**src/fba_first_zero.sv**
```systemverilog
`timescale 1ns / 1ps

// Lowest clear bit among the lowest `count` bits of a bitmap word.
module fba_first_zero #(
  parameter int Width = 32,
  parameter int BW    = 5,
  parameter int CW    = 6
) (
  input  logic [Width-1:0] word,
  input  logic [CW-1:0]    count,
  output logic             found,
  output logic [BW-1:0]    idx
);

  always_comb begin
    found = 1'b0;
    idx   = '0;
    for (int i = Width - 1; i >= 0; i--) begin
      if ((CW'(i) < count) && !word[i]) begin
        found = 1'b1;
        idx   = BW'(i);
      end
    end
  end

endmodule

```
**config.mk**
```make
export PLATFORM = sky130hd
export DESIGN_NAME = fba_first_zero
export DESIGN_NICKNAME = d
export VERILOG_FILES = /design/src/fba_first_zero.sv
export SDC_FILE = /design/constraint.sdc
export NUM_CORES = 1
export LEC_CHECK = 0
export BUFFER_PORTS_ARGS = -buffer_cell sky130_fd_sc_hd__buf_2
export CORE_MARGIN = 2
export CORE_UTILIZATION = 46
export DETAILED_ROUTE_END_ITERATION = 8
export PLACE_DENSITY = 0.75
export SYNTH_ARGS = -nofsm -noshare
export SYNTH_HDL_FRONTEND = slang
export SYNTH_SLANG_ARGS = --single-unit
```
**constraint.sdc**
```tcl
create_clock -name vclk -period 2.51
set_input_delay 0.3765 -clock vclk [all_inputs]
set_output_delay 0.3765 -clock vclk [all_outputs]
set_load 0.03 [all_outputs]
```
# Word level (Yosys, flattened, before mapping)
# Index checks and enable logic that the tools add are counted.
word_totals:
  regBits: 0
  inputBits: 38
  out_inout_bits: 6
classes:
  magnitude_cmp: 32
  n_mux: 64
  reduce_logical: 64
ops:
  columns: ["operator", "count"]
  rows:
  - ["5-bit two-way mux", 32]
  - ["5-bit by 6-bit < comparator with 1-bit output, first input constant", 16]
  - ["4-bit by 6-bit < comparator with 1-bit output, first input constant", 8]
  - ["1-bit logical AND", 32]
  - ["1-bit logical NOT", 32]
  - ["1-bit two-way mux", 32]
  - ["3-bit by 6-bit < comparator with 1-bit output, first input constant", 4]
  - ["1-bit by 6-bit < comparator with 1-bit output, first input constant", 2]
  - ["2-bit by 6-bit < comparator with 1-bit output, first input constant", 2]

# Depth between registers and ports, before layout
logic_depth:
  word_depth: 34
  mapped_depth: 8
  ltp_nobuf: 6

# Worst setup path before layout
# OpenSTA, ideal clock, no wires.
synth_path:
  kind: "input port to output port"
  from: "input count[3]"
  to: "output idx[3]"
  arrival_ps: 2048
  required_ps: 2134
  slack_ps: 85
  stages: 8
  cell_sequence: "buf_6 or3_1 buf_2 nor2b_4 o22ai_1 a221oi_2 nand2_1 a21oi_1"
synth_via:
  elab_chain_cells: 34
synth_rtl:
  columns: ["element", "line", "source"]
  rows:
  - ["start: declaration", "10", "input logic [CW-1:0] count,"]
  - ["5-bit by 6-bit < comparator with 1-bit output", "19", "if ((CW'(i) < count) && !word[i]) begin"]
  - ["1-bit logical AND", "19", null]
  - ["5-bit two-way mux (31 in series)", "19", null]
  - ["5-bit two-way mux (*)", "19", null]
  - ["end: declaration", "12", "output logic [BW-1:0] idx"]
# Every way passes the cells marked *; elsewhere a longest branch is shown, timed or not.

# Worst setup path after layout
layout_path:
  from: "input count[4]"
  to: "output found"
layout_via:
  elab_chain_cells: 34
layout_rtl:
  columns: ["element", "line", "source"]
  rows:
  - ["5-bit by 6-bit < comparator with 1-bit output", "19", null]
  - ["1-bit logical AND", "19", null]
  - ["1-bit two-way mux (31 in series)", "19", null]
  - ["1-bit two-way mux (*)", "19", null]
  - ["end: declaration", "11", "output logic found,"]
# Marks and branches as above.

==> flow_metrics.tcl <==
set metrics [dict create \
    io_pins 44 \
    synth.area.top_cells "a21oi_1 (9.0%), nand2_1 (5.2%), o21ai_0 (5.0%)" \
    area_growth_pct 47.1 \
    ant_nets 0 \
    io_buffers 44 \
    yosysUniqueCellTypes 55 \
    die_area_um2 2580 \
    worst-path-buf-inv 3 \
    finalCriticalPeriod_ps 2480 \
    critPathMaxFanout 4 \
    coreArea_um2 2020 \
    dpl_cell_area_um2 1390 \
    max_stage_delay_ps 530 \
    nets 258 \
    hold_path_class "in2out" \
    die_h_um 50.8 \
    first_pass_iters 4 \
    n_fill_cell 172 \
    slowest_stage "or4_4" \
    cp.required_ps 2130 \
    finish.utilization 0.732 \
    holdBufCountCts 0 \
    p_leak_uw 0.000656 \
    seq_cell_count 0 \
    floorplan.die.width_um 50.8 \
    yosysWarnings 0 \
    place_congestion 0.974 \
    overflow 0 \
    antenna_found_initial 0 \
    start_util 0.498 \
    synth_top_area_share 0.0896 \
    multi_input_area_um2 960 \
    timing.final.hold_violations 0 \
    seq_area_frac_synth 0 \
    netlist_instances 159 \
    grt_use_total 0.293 \
    drt-initial-drc-count 81 \
    p_per_area_nw_per_um2 175 \
    postSynthAreaPerCell_um2 6.33 \
    grt_pass1_vias 1353 \
    drive_gt1_frac 0.427 \
    critical_path_class "in2out" \
    drt-total-wl_mm 3.81 \
    min_to "idx[0]" \
    drc 0 \
    crit_chain "buf_8 -> or2_4 -> or4_4 -> a31o_1 -> nor3_2 -> buf_4 -> nand4b_1 -> buf_6" \
    max_slew.worst_pin.slew_ps 367 \
    num-clock-buffers 0 \
    setup_viol 0 \
    ir_drop_mv 0.116 \
    worstSetupEndpointType "output pin" \
    via_count 1531 \
    design_area_um2 1480 \
    grt_max_degree 17 \
    antennaDiodeCount 0 \
    viasPerCell 6.25 \
    dpl.hpwl_mm 3.09 \
    synth_nets 197 \
    fp-row-count 16 \
    cp-start-kind "input pin" \
    slew_headroom 0.755 \
    fmax_ghz 0.403 \
    synth_largest_area_cell "a21oi_1" \
    status "finished, final reports clean" \
    crit_family "simple AND/OR/NAND/NOR gates" \
    yosysMostFrequentCell "a21oi_1" \
    synthTopCellsByCount "a21oi_1 (18), nand2_1 (14), nor2_1 (10), o21ai_0 (10), buf_2 (8)" \
    drv_cap 0 \
    min_from "word[0]" \
    hold_path_depth 4 \
    syn_area_um2 1010 \
    slew_viol_final 0 \
    seqCellArea_um2 0 \
    wl_per_cell_um 15.6 \
    post-route-period-util 0.990 \
    rsz0062_at_grt "yes" \
    grt_pass1_wl_mm 6.02 \
    critPathArrivalTime_ps 2110 \
]
area by class of cell:
| type | count | area share |
|---|---|---|
| Timing Repair Buffer | 70 | 0.311 |
| Tap cell | 27 | 0.0228 |
| Multi-Input combinational cell | 141 | 0.648 |
| Inverter | 7 | 0.0178 |
through the flow:
step | instances | setup TNS [ps] | total power (µW) | hold WS (ps) | worst slack, ps
2_1_floorplan | 159 | 0 | 140 | 985 | 85.2
3_3_place_gp | 243 | 0 | 233 | 1240 | 71.6
3_5_place_dp | 243 | 0 | 238 | 1260 | 41.5
4_1_cts | 243 | 0 | 239 | 1260 | 43.4
5_1_grt | 245 | -19.2 | 279 | 1280 | -19.2
6_report | 245 | 0 | 259 | 1270 | 25.6
worst max path at each step:
| stage | start | to | slack, ps | depth (start not counted) |
|---|---|---|---|---|
| 2_1_floorplan | count[3] | idx[3] | 90 | 8 |
| 3_3_place_gp | count[3] | idx[1] | 70 | 8 |
| 6_report | count[4] | found | 30 | 8 |
| 4_1_cts | count[3] | found | 40 | 8 |
| 5_1_grt | count[4] | found | -20 | 8 |
| 3_5_place_dp | count[3] | found | 40 | 8 |
timing repair:
action,4_1_cts,5_1_grt
gates resized for setup,0,24
setup buffers,0,2
endpoints found under the setup margin,0,6
kinds of logic (layout without fill, tap and decap cells):
group | after synthesis | count (layout) | share of synthesized area
AOI/OAI and AO/OA | 76 | 76 | 0.545
buffers and inverters | 18 | 77 | 0.0883
and+or+nand+nor | 65 | 65 | 0.367
cell usage in the layout (no fill, tap or decap), types with 3 or more instances in the layout:
master    count
buf_2        37
buf_4        28
a21oi_1      18
nand2_1      14
o21ai_0      10
nor2_1        9
inv_1         7
nand3_1       7
nand2b_1      5
and3_1        4
nor3_1        4
a211oi_1      4
a31oi_1       3
nand4b_1      3
nor2b_1       3
o32ai_1       3
o211ai_1      3
metal layers:
| layer | vias up | routed length (µm) | global-route usage |
|---|---|---|---|
| met5 | - | 0 | 0 |
| li1 | 753 | - | - |
| met1 | 694 | 1690 | 0.431 |
| met2 | 82 | 1760 | 0.498 |
| met4 | 0 | 13 | 0.0135 |
| met3 | 2 | 356 | 0.00595 |
power breakdown:
part | leakage (µW) | internal (µW) | switching, µW | total [µW]
registers | 0 | 0 | 0 | 0
logic | 0.000656 | 120 | 140 | 259
clock network | 0 | 0 | 0 | 0
total | 0.000656 | 120 | 140 | 259
Power figures use the tool's default switching activity.
